--- src/rtl/brt_pkg.sv ---
// Shared types and constants of the braking path resampler and truncator.
// Used by the controller, the datapath and the top level; no dependencies.
package brt_pkg;

  // Configuration register widths and reset values.
  localparam int unsigned DECEL_W  = 16;
  localparam int unsigned DELAY_W  = 14;
  localparam int unsigned SPACE_W  = 20;
  localparam int unsigned CFG_W    = 20;
  localparam int unsigned CFG_IDXW = 2;

  localparam logic [DECEL_W-1:0] DECEL_RST = 16'd256;
  localparam logic [DELAY_W-1:0] DELAY_RST = 14'd0;
  localparam logic [SPACE_W-1:0] SPACE_RST = 20'd1024;

  // Register indexes on the configuration port.
  localparam logic [CFG_IDXW-1:0] REG_MAX_DECEL      = 2'd0;
  localparam logic [CFG_IDXW-1:0] REG_REACTION_DELAY = 2'd1;
  localparam logic [CFG_IDXW-1:0] REG_MIN_SPACING    = 2'd2;

  // Fixed field widths.
  localparam int unsigned HEAD_W = 16;
  localparam int unsigned SPD_W  = 16;
  localparam int unsigned LEN_W  = 32;

  localparam logic [LEN_W-1:0] LEN_MAX = 32'hFFFF_FFFF;

  // Braking length: 500*v^2 + delay*v*a over 250*a, speeds under 3 are zero.
  localparam logic [SPD_W-1:0] SPD_MIN    = 16'd3;
  localparam logic [8:0]       BRK_V2_MUL = 9'd500;
  localparam logic [7:0]       BRK_A_MUL  = 8'd250;

  // Quotient bits produced by the iterative divider.
  localparam int unsigned QB = 48;

  // Datapath commands.
  typedef enum logic [4:0] {
    CMD_NONE,
    CMD_LOAD,
    CMD_BRK1,
    CMD_BRK2,
    CMD_DIV,
    CMD_FIRST,
    CMD_SETCUT,
    CMD_SQX,
    CMD_SQY,
    CMD_MS,
    CMD_REM,
    CMD_SQZ,
    CMD_SQRT2,
    CMD_SQRT3,
    CMD_IPM,
    CMD_IPW,
    CMD_ADV,
    CMD_EMIT_IN,
    CMD_EMIT_IP
  } cmd_e;

  typedef struct packed {
    cmd_e       op;
    logic [1:0] axis;
  } cmd_t;

  typedef struct packed {
    logic iter_busy;
    logic out_full;
    logic first;
    logic last;
    logic cut;
    logic trav_ge_lim;
    logic thin;
    logic cut_here;
  } stat_t;

endpackage

--- src/rtl/brt_ctrl.sv ---
// Controller: sequences the datapath commands for one point at a time.
// Depends on brt_pkg.
module brt_ctrl (
  input  logic           clk_i,
  input  logic           rst_ni,
  input  logic           in_valid_i,
  output logic           in_ready_o,
  input  brt_pkg::stat_t stat_i,
  output brt_pkg::cmd_t  cmd_o
);

  typedef enum logic [4:0] {
    S_IDLE, S_DISP, S_BRK1, S_BRK2, S_DIVB, S_WDIVB, S_FIRST, S_EMF,
    S_CHK, S_SQY, S_MS, S_REM, S_DEC, S_S3, S_WS3, S_IPM, S_DIVI,
    S_WDI, S_IPW, S_EMI, S_WS2, S_ADV, S_EMA
  } state_e;

  state_e     state_q;
  logic [1:0] axis_q;

  assign in_ready_o = (state_q == S_IDLE);

  // Command decode from the current state.
  always_comb begin
    cmd_o.op   = brt_pkg::CMD_NONE;
    cmd_o.axis = axis_q;
    unique case (state_q)
      S_IDLE:  if (in_valid_i) cmd_o.op = brt_pkg::CMD_LOAD;
      S_BRK1:  cmd_o.op = brt_pkg::CMD_BRK1;
      S_BRK2:  cmd_o.op = brt_pkg::CMD_BRK2;
      S_DIVB:  cmd_o.op = brt_pkg::CMD_DIV;
      S_FIRST: cmd_o.op = brt_pkg::CMD_FIRST;
      S_EMF, S_EMA: if (!stat_i.out_full) cmd_o.op = brt_pkg::CMD_EMIT_IN;
      S_CHK: begin
        priority if (stat_i.cut) cmd_o.op = brt_pkg::CMD_NONE;
        else if (stat_i.trav_ge_lim) cmd_o.op = brt_pkg::CMD_SETCUT;
        else cmd_o.op = brt_pkg::CMD_SQX;
      end
      S_SQY:   cmd_o.op = brt_pkg::CMD_SQY;
      S_MS:    cmd_o.op = brt_pkg::CMD_MS;
      S_REM:   cmd_o.op = brt_pkg::CMD_REM;
      S_DEC: begin
        priority if (stat_i.thin) cmd_o.op = brt_pkg::CMD_NONE;
        else if (stat_i.cut_here) cmd_o.op = brt_pkg::CMD_SQZ;
        else cmd_o.op = brt_pkg::CMD_SQRT2;
      end
      S_S3:    cmd_o.op = brt_pkg::CMD_SQRT3;
      S_IPM:   cmd_o.op = brt_pkg::CMD_IPM;
      S_DIVI:  cmd_o.op = brt_pkg::CMD_DIV;
      S_IPW:   cmd_o.op = brt_pkg::CMD_IPW;
      S_EMI:   if (!stat_i.out_full) cmd_o.op = brt_pkg::CMD_EMIT_IP;
      S_ADV:   cmd_o.op = brt_pkg::CMD_ADV;
      default: cmd_o.op = brt_pkg::CMD_NONE;
    endcase
  end

  // State sequencing.
  always_ff @(posedge clk_i or negedge rst_ni) begin
    if (!rst_ni) begin
      state_q <= S_IDLE;
      axis_q  <= 2'd0;
    end else begin
      unique case (state_q)
        S_IDLE:  if (in_valid_i) state_q <= S_DISP;
        S_DISP:  state_q <= stat_i.first ? S_BRK1 : S_CHK;
        S_BRK1:  state_q <= S_BRK2;
        S_BRK2:  state_q <= S_DIVB;
        S_DIVB:  state_q <= S_WDIVB;
        S_WDIVB: if (!stat_i.iter_busy) state_q <= S_FIRST;
        S_FIRST: state_q <= S_EMF;
        S_EMF: begin
          if (!stat_i.out_full) state_q <= stat_i.last ? S_CHK : S_IDLE;
        end
        S_CHK: begin
          state_q <= (stat_i.cut || stat_i.trav_ge_lim) ? S_IDLE : S_SQY;
        end
        S_SQY:   state_q <= S_MS;
        S_MS:    state_q <= S_REM;
        S_REM:   state_q <= S_DEC;
        S_DEC: begin
          priority if (stat_i.thin) state_q <= S_IDLE;
          else if (stat_i.cut_here) state_q <= S_S3;
          else state_q <= S_WS2;
        end
        S_S3:    state_q <= S_WS3;
        S_WS3: begin
          if (!stat_i.iter_busy) begin
            axis_q  <= 2'd0;
            state_q <= S_IPM;
          end
        end
        S_IPM:   state_q <= S_DIVI;
        S_DIVI:  state_q <= S_WDI;
        S_WDI:   if (!stat_i.iter_busy) state_q <= S_IPW;
        S_IPW: begin
          if (axis_q == 2'd2) begin
            state_q <= S_EMI;
          end else begin
            axis_q  <= axis_q + 2'd1;
            state_q <= S_IPM;
          end
        end
        S_EMI:   if (!stat_i.out_full) state_q <= S_IDLE;
        S_WS2:   if (!stat_i.iter_busy) state_q <= S_ADV;
        S_ADV:   state_q <= S_EMA;
        S_EMA:   if (!stat_i.out_full) state_q <= S_IDLE;
        default: state_q <= S_IDLE;
      endcase
    end
  end

endmodule

--- config.mk ---
export PLATFORM = sky130hd
export DESIGN_NAME = brt_ctrl
export DESIGN_NICKNAME = d
export VERILOG_FILES = /design/src/rtl/brt_pkg.sv /design/src/rtl/brt_ctrl.sv
export SDC_FILE = /design/constraint.sdc
export NUM_CORES = 1
export LEC_CHECK = 0
export BUFFER_PORTS_ARGS = -buffer_cell sky130_fd_sc_hd__buf_2
export CORE_UTILIZATION = 58
export CTS_CLUSTER_SIZE = 20
export DETAILED_ROUTE_END_ITERATION = 6
export PLACE_DENSITY = 0.83
export SYNTH_ARGS = -nofsm -noshare
export SYNTH_HDL_FRONTEND = slang
export SYNTH_SLANG_ARGS = --single-unit
export TNS_END_PERCENT = 1
--- constraint.sdc ---
create_clock -name clk_i -period 2.5 [get_ports clk_i]
set_input_delay 0.25 -clock clk_i [delete_from_list [all_inputs] [get_ports clk_i]]
set_output_delay 0.25 -clock clk_i [all_outputs]
set_load 0.01 [all_outputs]
Yosys cells after proc, flatten, opt, wreduce, memory -nomap -nowiden
Index checks and enable logic that the tools add are counted.
- bits in registers: 7
- bits of input ports: 11
- output and inout port bits: 8
- word-level logic and storage cells: 67
- add/sub/neg operators: 1
- equal/unequal tests: 31
- mux-type cells: 25
- reduce and logical (&&, ||, !) cells: 8
- operators with widths (cell ; count):
    5-bit one-hot mux with 22 select lines ; 1
    5-bit one-hot mux with 16 select lines ; 1
    5-bit 2-to-1 mux ; 12
    5-bit by 4-bit == test with 1-bit output, second input constant ; 8
    5-bit == test, second input constant ; 7
    5-bit by 3-bit == test with 1-bit output, second input constant ; 4
    4-bit 2-to-1 mux ; 4
    2-bit inequality test, second input constant ; 8
    5-bit by 2-bit == test with 1-bit output, second input constant ; 2
    7-bit AND reduction ; 1
    3-bit 2-to-1 mux ; 2
    2-bit OR reduction ; 3
    5-bit by 1-bit == test with 1-bit output, second input constant ; 1
    5-bit zero test ; 1
    2-bit 2-to-1 mux ; 2
    2-bit one-hot mux with 2 select lines ; 1
    3-bit AND reduction ; 1
    2-bit by 1-bit adder with 2-bit output, second input constant ; 1
    2-bit == test, second input constant ; 1
    1-bit 2-to-1 mux ; 2
    2-bit nonzero test ; 1
    1-bit logical OR ; 1

Logic depth before layout (Yosys ltp)
Gate-level depths: netlist of the first run.
- depth in word-level cells: 4
- depth in mapped cells: 7
- depth with buffers taken out: 6

Worst setup path before layout of the first run
Ideal clock, no wire load.
- path type: flip-flop to output port
- from: register state_q[2]
- to: output port cmd_o[2] in the netlist's numbering
- arrival time: 1.503 ns
- data required time: 2.250 ns
- setup slack: 0.747 ns
- cell stages (with the launch flop): 6
- buffers on the path: 1
- cells stage by stage: dfrtp_1 > buf_6 > or3_1 > a2111o_1 > o31a_1 > o211ai_1
- RTL lines (element ; RTL line ; RTL):
    from (decl) ; brt_ctrl.sv:18 ; state_e state_q;
    from (signal assigned) ; brt_ctrl.sv:65 ; S_DISP: state_q <= stat_i.first ? S_BRK1 : S_CHK;
    from (signal assigned) ; brt_ctrl.sv:72 ; if (!stat_i.out_full) state_q <= stat_i.last ? S_CHK : S_IDLE;
    from (signal assigned) ; brt_ctrl.sv:75 ; state_q <= (stat_i.cut || stat_i.trav_ge_lim) ? S_IDLE : S_SQY;
    to (decl) ; brt_ctrl.sv:9 ; output brt_pkg::cmd_t cmd_o

==> results of run 1 <==
area by class of cell:
| cell class | instances | area, um2 | share of cell area [%] |
|---|---|---|---|
| well taps | 16 | 20.0 | 1.90 |
| clock buffers | 4 | 26.3 | 2.50 |
| inverters | 6 | 22.5 | 2.14 |
| multi-input cells | 93 | 669 | 63.7 |
| repair buffers | 24 | 138 | 13.1 |
| flip-flops and latches | 7 | 175 | 16.7 |
stage by stage:
stage	setup slack [ns]	utilization [%]	cells
2_1_floorplan	0.747	-	120
3_3_place_gp	0.562	65.8	145
3_5_place_dp	0.525	65.8	145
6_report	0.227	68.2	150
4_1_cts	0.238	68.2	150
5_1_grt	0.136	68.2	150
metal layers:
layer | up-vias | track usage [%] | wire length [um]
met1 | 458 | 40.6 | 1060
met2 | 47 | 45.5 | 1140
met4 | 0 | 6.25 | 33
met5 | - | 0 | 0
met3 | 4 | 3.83 | 123
li1 | 478 | - | -
cell usage in the layout (no fill, tap or decap), drive strengths merged, types with 2 or more instances in the layout:
cell type,instances
o311ai,2
nand3b,3
nand3,5
nor2,3
nand2,10
a31oi,3
a22oi,2
mux2i,2
o21ai,8
dfrtp,7
o31a,3
and3b,2
nor4,2
buf,23
or3,2
mux2,2
o211ai,3
nand2b,5
inv,6
clkbuf,4
xor2,2
nor2b,2
a21oi,9
nor3,5
power breakdown:
part / total [mW] / switching (mW) / internal (mW)
registers: 0.307 / 0.137 / 0.170
logic: 1.03 / 0.568 / 0.461
clock network: 0.111 / 0.0493 / 0.0614
total: 1.45 / 0.755 / 0.692
flip-flops by register name, indices dropped and copies added, names as in the netlist:
name	count
state_q	5
axis_q	2
timing repair:
item	4_1_cts	5_1_grt
hold buffers	1	0
setup endpoints to repair	0	0
hold endpoints to repair	7	0
logic make-up after synthesis:
| group | Yosys count |
|---|---|
| flops | 7 |
| buf+inv | 20 |
| simple gates | 46 |
| fa+ha+maj | 1 |
| xor+xnor | 2 |
| mux | 4 |
| compound gates | 40 |
worst reg2reg max path, stage by stage (launching register included):
cell	delay [ns]
dfrtp_1	0.73
mux2i_1	0.35
a2111oi_4	0.10
nor3_2	0.36
mux2_4	0.34
how the worst max path moves through the flow:
stage / start / to / slack [ns] / cells after the start
3_5_place_dp: state_q[1] / state_q[0] / 0.52 / 4
2_1_floorplan: state_q[2] / cmd_o[2] / 0.75 / 5
5_1_grt: state_q[1] / cmd_o[4] / 0.14 / 5
4_1_cts: state_q[1] / cmd_o[4] / 0.24 / 5
3_3_place_gp: state_q[1] / cmd_o[4] / 0.56 / 5
6_report: state_q[1] / cmd_o[4] / 0.23 / 5
==> reports/metrics.yaml, run 1 <==
outcome:
  status: "finished clean"
floorplanning:
  die_h_um: 42.9
  num_io_pins: 19
  row_count: 14
  die-width_um: 42.9
  core_mm2: 0.00154
  start_util_pct: 62.9
  dieArea_mm2: 0.00184
synthesis:
  synth_common_cells: "nand2_1, a21oi_1, o21ai_0, buf_2, dfrtp_1"
  synth_seq_area_share_pct: 18.1
  syn_area_per_cell_um2: 8.08
  ys_ff_latch: 7
  synthTopCellsByArea: "dfrtp_1, buf_6, a21oi_1"
  synthArstFlopShare_pct: 100
  yosys.area.top_type_share_pct: 18.1
  yosysTopAreaCell: "dfrtp_1"
  synth_top_family_by_area: "compound AO/OA/AOI/OAI gates"
  synthAdderAreaFrac_pct: 1.29
  synth_cell_types: 48
  yosysMostFrequentCell: "nand2_1"
  syn_area_um2: 970
  synth-compound-area-share_pct: 31.0
  synthXorXnorAreaFrac_pct: 1.81
  yosysWarnings: 0
  synth_nets: 132
  synth_mux_area_share_pct: 5.16
  synthFlopType: "dfrtp_1"
  synth_enable_flop_cells: 0
  synthSimpleGateAreaFrac_pct: 29.8
  syn_inst: 120
worst_setup_path:
  crit_fanout: 20
  crit_required_ns: 2.25
  arrival_ns: 2.02
  crit_path_end_kind: "output port"
  cpMaxStageDelayCell: "or4b_1"
  critPathBufInv: 1
  timing.rr.start: "state_q[1]"
  r2r_setup_slack_ns: 0.50
  setup.worst_path.start_class: "flop"
  cp_cell_sequence: "or4b_1 > a21oi_1 > a31oi_1 > o211ai_2 > buf_2"
  crit_type: "flop to output port"
  reg2reg_depth: 4
  crit_family: "simple AND/OR/NAND/NOR gates"
  r2r-end: "state_q[0]"
  max_stage_delay_ns: 0.63
placement:
  post-dp-hpwl_um: 1730
  place_area_mm2: 0.00101
  port_buffers: 18
  gp_congestion: 0.978
sta:
  max_freq_ghz: 0.440
  tightest_slew_ns: 0.607
  holdWs_ns: 0.337
  hold_viol: 0
  setup_tns_ns: 0
  setup_viol: 0
  worst_clock_skew_ns: 0.00816
  relSlewSlack_pct: 59.6
  maxSlewViolCount: 0
  period_share_pct: 90.9
  rsz0062_at_grt: "false"
  min_period_ns: 2.27
drt:
  wl_um: 2360
  drt_pass1_iterations: 4
  drt_iter0_markers: 39
  drc_errors: 0
  ant_nets: 0
  routedWlPerCell_um: 15.8
  viasPerCell: 6.58
  dr_total_vias: 987
pwr:
  finalPower_mw: 1.45
  power.density_mw_per_mm2: 1380
  ir_drop_mv: 0.831
  leakage_nw: 0.455
hold_path:
  min-delay-path-class: "input pin to asynchronous set/reset pin"
finish:
  area_delta_synth_final_pct: 8.39
  design_area_mm2: 0.00105
  nNetsFinal: 147
  fillerInstances: 137
  diodes: 0
  layout-drive-gt1-share_pct: 24.6
clock_tree:
  postCtsResizedCells: 0
  numCtsBuffers: 3
  h-tree-depth: 1
  cts_tree: "yes"
  worstSkewPairLatency_ns: 0.26
  cts_root_buf: "clkbuf_4"
  path_clk_slew_ns: 0.06
  ctsLongestPathBuffers: 2
  post-cts-setup-buffer-count: 0
  cts_sinks: 7
global_routing:
  antenna_found_initial: 0
  grt_max_degree: 26
  grt-ovfl-total: 0
  track_usage_pct: 28.5
  grt_pass1_vias: 865
  grt_pass1_wl_um: 4040
flow_run:
  cap_violations: 0
(Power assumes the default switching activity.)
==> run 2, diff against run 1 <==
Settings changed: GPL_TIMING_DRIVEN set to 0.
==> run 2 against run 1 <==
Net effect: via count rose by 5.4%; count of clock-buffer cells in the layout did not move; cell count rose by 6.0%; register-to-register slack improved by 0.23 ns; largest cell class unchanged.
==> reports/metrics.yaml, run 2 (synthesis results as in run 1) <==
outcome:
  status: "finished clean"
placement:
  post-dp-hpwl_um: 1950
  port_buffers: 18
  gp_congestion: 0.924
  place_area_mm2: 0.00108
  dp.cells: 154
global_routing:
  grt_pass1_vias: 989
  antenna_found_initial: 0
  grt-ovfl-total: 0
  grtUsageMet2_pct: 48.2
  grt_pass1_wl_um: 4500
  use_met1_pct: 45.1
  track_usage_pct: 31.7
  grt.busiest_layer: "met2"
  use_met3_pct: 8.09
  grt_max_degree: 11
drt:
  drc_errors: 0
  wl_um: 2550
  drt_iter0_markers: 51
  dr_total_vias: 1040
  viasPerCell: 6.54
  routedWlPerCell_um: 16.1
  ant_nets: 0
  drt_pass1_iterations: 4
clock_tree:
  h-tree-depth: 1
  worstSkewPairLatency_ns: 0.25
  postCtsResizedCells: 0
  ctsLongestPathBuffers: 2
  numCtsBuffers: 3
  path_clk_slew_ns: 0.05
  postCtsHoldBufs: 1
  cts_tree: "yes"
  cts_root_buf: "clkbuf_4"
  post-cts-setup-buffer-count: 0
  cts_sinks: 7
finish:
  layout-drive-gt1-share_pct: 28.7
  area_delta_synth_final_pct: 15.1
  largest_reg_flops: 5
  layout_common_cells: "buf_2, nand2_1, a21oi_1"
  largestRegisters: "state_q x5, axis_q x2"
  seqCellArea_um2: 175
  post-route-util_pct: 72.4
  layout_commonest_cell: "buf_2"
  fillerInstances: 136
  stdcell_count: 159
  design_area_mm2: 0.00112
  nNetsFinal: 156
  diodes: 0
  multi_input_area_um2: 669
  regMostFlops: "state_q"
worst_setup_path:
  crit_required_ns: 2.25
  cpMaxStageDelayCell: "a2111o_1"
  crit_fanout: 9
  arrival_ns: 2.00
  crit_type: "flop to output port"
  setup.worst_path.start_class: "flop"
  cp_cell_sequence: "buf_6 > or3_1 > a2111o_1 > o31a_1 > o211ai_1 > buf_2"
  crit_path_end_kind: "output port"
  max_stage_delay_ns: 0.48
floorplanning:
  die_h_um: 42.9
  row_count: 14
  dieArea_mm2: 0.00184
  num_io_pins: 19
  die-width_um: 42.9
  start_util_pct: 62.9
  core_mm2: 0.00154
hold_path:
  min-delay-path-class: "input pin to asynchronous set/reset pin"
sta:
  worst_clock_skew_ns: 0.00228
  setup_viol: 0
  tightest_slew_ns: 0.435
  period_share_pct: 90.1
  max_freq_ghz: 0.444
  hold_viol: 0
  min_period_ns: 2.25
  rsz0062_at_grt: "false"
  relSlewSlack_pct: 71.0
  setup_tns_ns: 0
  maxSlewViolCount: 0
pwr:
  ir_drop_mv: 0.955
  power.density_mw_per_mm2: 1390
  leakage_nw: 0.499
flow_run:
  cap_violations: 0
[run 2: cell types whose count changed in the layout (fill, tap and decap cells not counted)]
cell      change
buf_4         -4
buf_2         +7
clkbuf_1      +1
buf_6         +5
[run 2: worst max-delay path: cells and delay by family (launching register included)]
family                 cells  cell delay (ns)
AND/OR/NAND/NOR            1             0.37
flip-flops                 1             0.37
AO/OA/AOI/OAI              3             0.72
buffers and inverters      2             0.30
[run 2: power by group]
| part | switching [mW] | internal, mW |
|---|---|---|
| sequential | 0.0500 | 0.172 |
| clock | 0.0412 | 0.0609 |
| combinational | 0.696 | 0.527 |
[run 2: worst paths after layout]
check | start | to | slack [ns] | cells after the start
setup / recovery | state_q[2] | cmd_o[2] | 0.25 | 6
hold / removal | rst_ni | state_q[0] | 0.36 | 2
setup reg to reg | state_q[3] | state_q[0] | 0.73 | 5
hold reg to reg | axis_q[1] | axis_q[1] | 0.52 | 2
max in group asynchronous | rst_ni | axis_q[1] | 1.98 | 2
min in group clk_i | stat_i[7] | state_q[2] | 0.51 | 4
[run 2: layout make-up]
type	instances	share of cell area (%)
clock buffers	4	2.35
plain buffers	14	9.19
inverters	6	2.02
multi-input cells	93	60.0
flip-flops and latches	7	15.7
well taps	16	1.79
repair buffers	19	8.97
[run 2: per-layer routing]
| layer | vias up | routed length [um] |
|---|---|---|
| met5 | - | 0 |
| met1 | 484 | 1100 |
| li1 | 497 | - |
| met4 | 0 | 10 |
| met2 | 57 | 1230 |
| met3 | 2 | 218 |
[run 2: per-stage QoR]
stage / worst slack, ns / hold WS [ns] / power, mW
2_1_floorplan: 0.747 / -0.0456 / 1.14
3_3_place_gp: 0.583 / 0.0799 / 1.40
3_5_place_dp: 0.549 / 0.0874 / 1.43
4_1_cts: 0.275 / 0.348 / 1.54
5_1_grt: 0.197 / 0.386 / 1.68
6_report: 0.247 / 0.363 / 1.55
==> run 3, diff against run 2 <==
Settings changed: CELL_PAD_IN_SITES_DETAIL_PLACEMENT set to 2, CELL_PAD_IN_SITES_GLOBAL_PLACEMENT set to 2, CORE_ASPECT_RATIO set to 0.5, CORE_UTILIZATION 58 to 34, PLACE_DENSITY 0.83 to unset, PLACE_DENSITY_LB_ADDON set to 0.1.
==> run 3 against run 2 <==
Net effect: flip-flop and latch count unchanged; first-iteration DRC count increased by 67%; worst setup slack improved by 0.063 ns; wire length increased by 55%; die area increased by 68%; non-clock buffer count unchanged; total power increased by 12%; register-to-register slack got worse by 0.14 ns; utilization decreased by 29 points; hold slack improved by 0.019 ns.
==> reports/metrics.yaml, run 3 (synthesis results as in run 1) <==
outcome:
  status: "finished clean"
clock_tree:
  cts_tree: "yes"
  numCtsBuffers: 3
  post-cts-setup-buffer-count: 0
  ctsLongestPathBuffers: 2
  postCtsHoldBufs: 1
  cts_root_buf: "clkbuf_8"
  path_clk_slew_ns: 0.04
  worstSkewPairLatency_ns: 0.23
  h-tree-depth: 1
  cts_sinks: 7
  postCtsResizedCells: 0
sta:
  tightest_slew_ns: 0.469
  maxSlewViolCount: 0
  rsz0062_at_grt: "false"
  setup_viol: 0
  worst_clock_skew_ns: 0.00571
  holdWs_ns: 0.382
  setup_tns_ns: 0
  min_period_ns: 2.19
  max_freq_ghz: 0.457
  hold_viol: 0
  period_share_pct: 87.6
  relSlewSlack_pct: 68.7
worst_setup_path:
  crit_fanout: 9
  endpoint: "cmd_o[2]"
  timing.rr.start: "state_q[2]"
  reg2reg_depth: 7
  arrival_ns: 1.94
  setup.worst_path.start_class: "flop"
  crit_type: "flop to output port"
  startpoint: "state_q[2]"
  r2r-end: "axis_q[1]"
  r2r_setup_slack_ns: 0.59
  crit_required_ns: 2.25
  crit_path_end_kind: "output port"
global_routing:
  grt_max_degree: 11
  grt-ovfl-total: 0
  grt_pass1_wl_um: 5910
  grt_pass1_vias: 1069
  track_usage_pct: 27.4
  antenna_found_initial: 0
finish:
  diodes: 0
  layout-drive-gt1-share_pct: 28.7
  area_delta_synth_final_pct: 19.7
  largestRegisters: "state_q x5, axis_q x2"
  layout_common_cells: "buf_2, nand2_1, a21oi_1"
  regMostFlops: "state_q"
  layout_commonest_cell: "buf_2"
  post-route-util_pct: 43.8
  fillerInstances: 311
  seqCellArea_um2: 175
  largest_reg_flops: 5
  multi_input_area_um2: 669
  design_area_mm2: 0.00116
  nNetsFinal: 156
pwr:
  power.density_mw_per_mm2: 1500
  ir_drop_mv: 0.763
  leakage_nw: 0.507
  finalPower_mw: 1.74
floorplanning:
  start_util_pct: 36.6
  core_mm2: 0.00265
  num_io_pins: 19
  row_count: 13
  die-width_um: 77.5
  die_h_um: 39.8
  dieArea_mm2: 0.00308
drt:
  dr_total_vias: 1071
  drt_pass1_iterations: 4
  drc_errors: 0
  drt_iter0_markers: 85
  ant_nets: 0
  viasPerCell: 5.95
  wl_um: 3960
  routedWlPerCell_um: 22.0
placement:
  post-dp-hpwl_um: 2710
  port_buffers: 18
  gp_congestion: 0.782
  place_area_mm2: 0.00111
hold_path:
  min-delay-path-class: "input pin to asynchronous set/reset pin"
flow_run:
  cap_violations: 0
## run 3: layout make-up
cell class              count  share of cell area (%)
repair buffers             19                    8.62
well taps                  37                    3.99
flip-flops and latches      7                    15.1
plain buffers              14                    8.84
multi-input cells          93                    57.7
clock buffers               4                    3.88
inverters                   6                    1.94
## run 3: stage by stage
step	cells	setup WS, ns
after floorplan	120	0.747
after global placement	175	0.572
after detailed placement	175	0.531
after CTS	180	0.280
after global routing	180	0.215
final	180	0.310
## run 3: per-layer routing
metal  track usage [%]  routed length [um]  vias up
li1                  -                   -      500
met1              35.6                1990      527
met2              43.8                1700       34
met3              4.19                 201       10
met4              17.0                  72        0
met5                 0                   0        -
## run 3: report_power, final
group / switching [mW] / internal, mW / total (mW)
Clock: 0.0472 / 0.110 / 0.157
Sequential: 0.0599 / 0.172 / 0.232
Combinational: 0.817 / 0.531 / 1.35
Total: 0.924 / 0.813 / 1.74
## run 3: how the worst min path moves through the flow
stage / end / start / slack [ns] / cells past startpoint
floorplan: axis_q[0] / rst_ni / -0.05 / 0
global placement: axis_q[0] / rst_ni / 0.08 / 1
detailed placement: axis_q[1] / rst_ni / 0.08 / 1
CTS: axis_q[1] / rst_ni / 0.38 / 2
global route: state_q[4] / rst_ni / 0.38 / 2
finish: axis_q[0] / rst_ni / 0.38 / 2
## run 3: critical path, stage by stage (launching register included)
cell      delay (ns)
dfrtp_1         0.36
buf_6           0.14
or3_1           0.37
a2111o_1        0.47
o31a_1          0.13
o211ai_1        0.09
buf_2           0.15
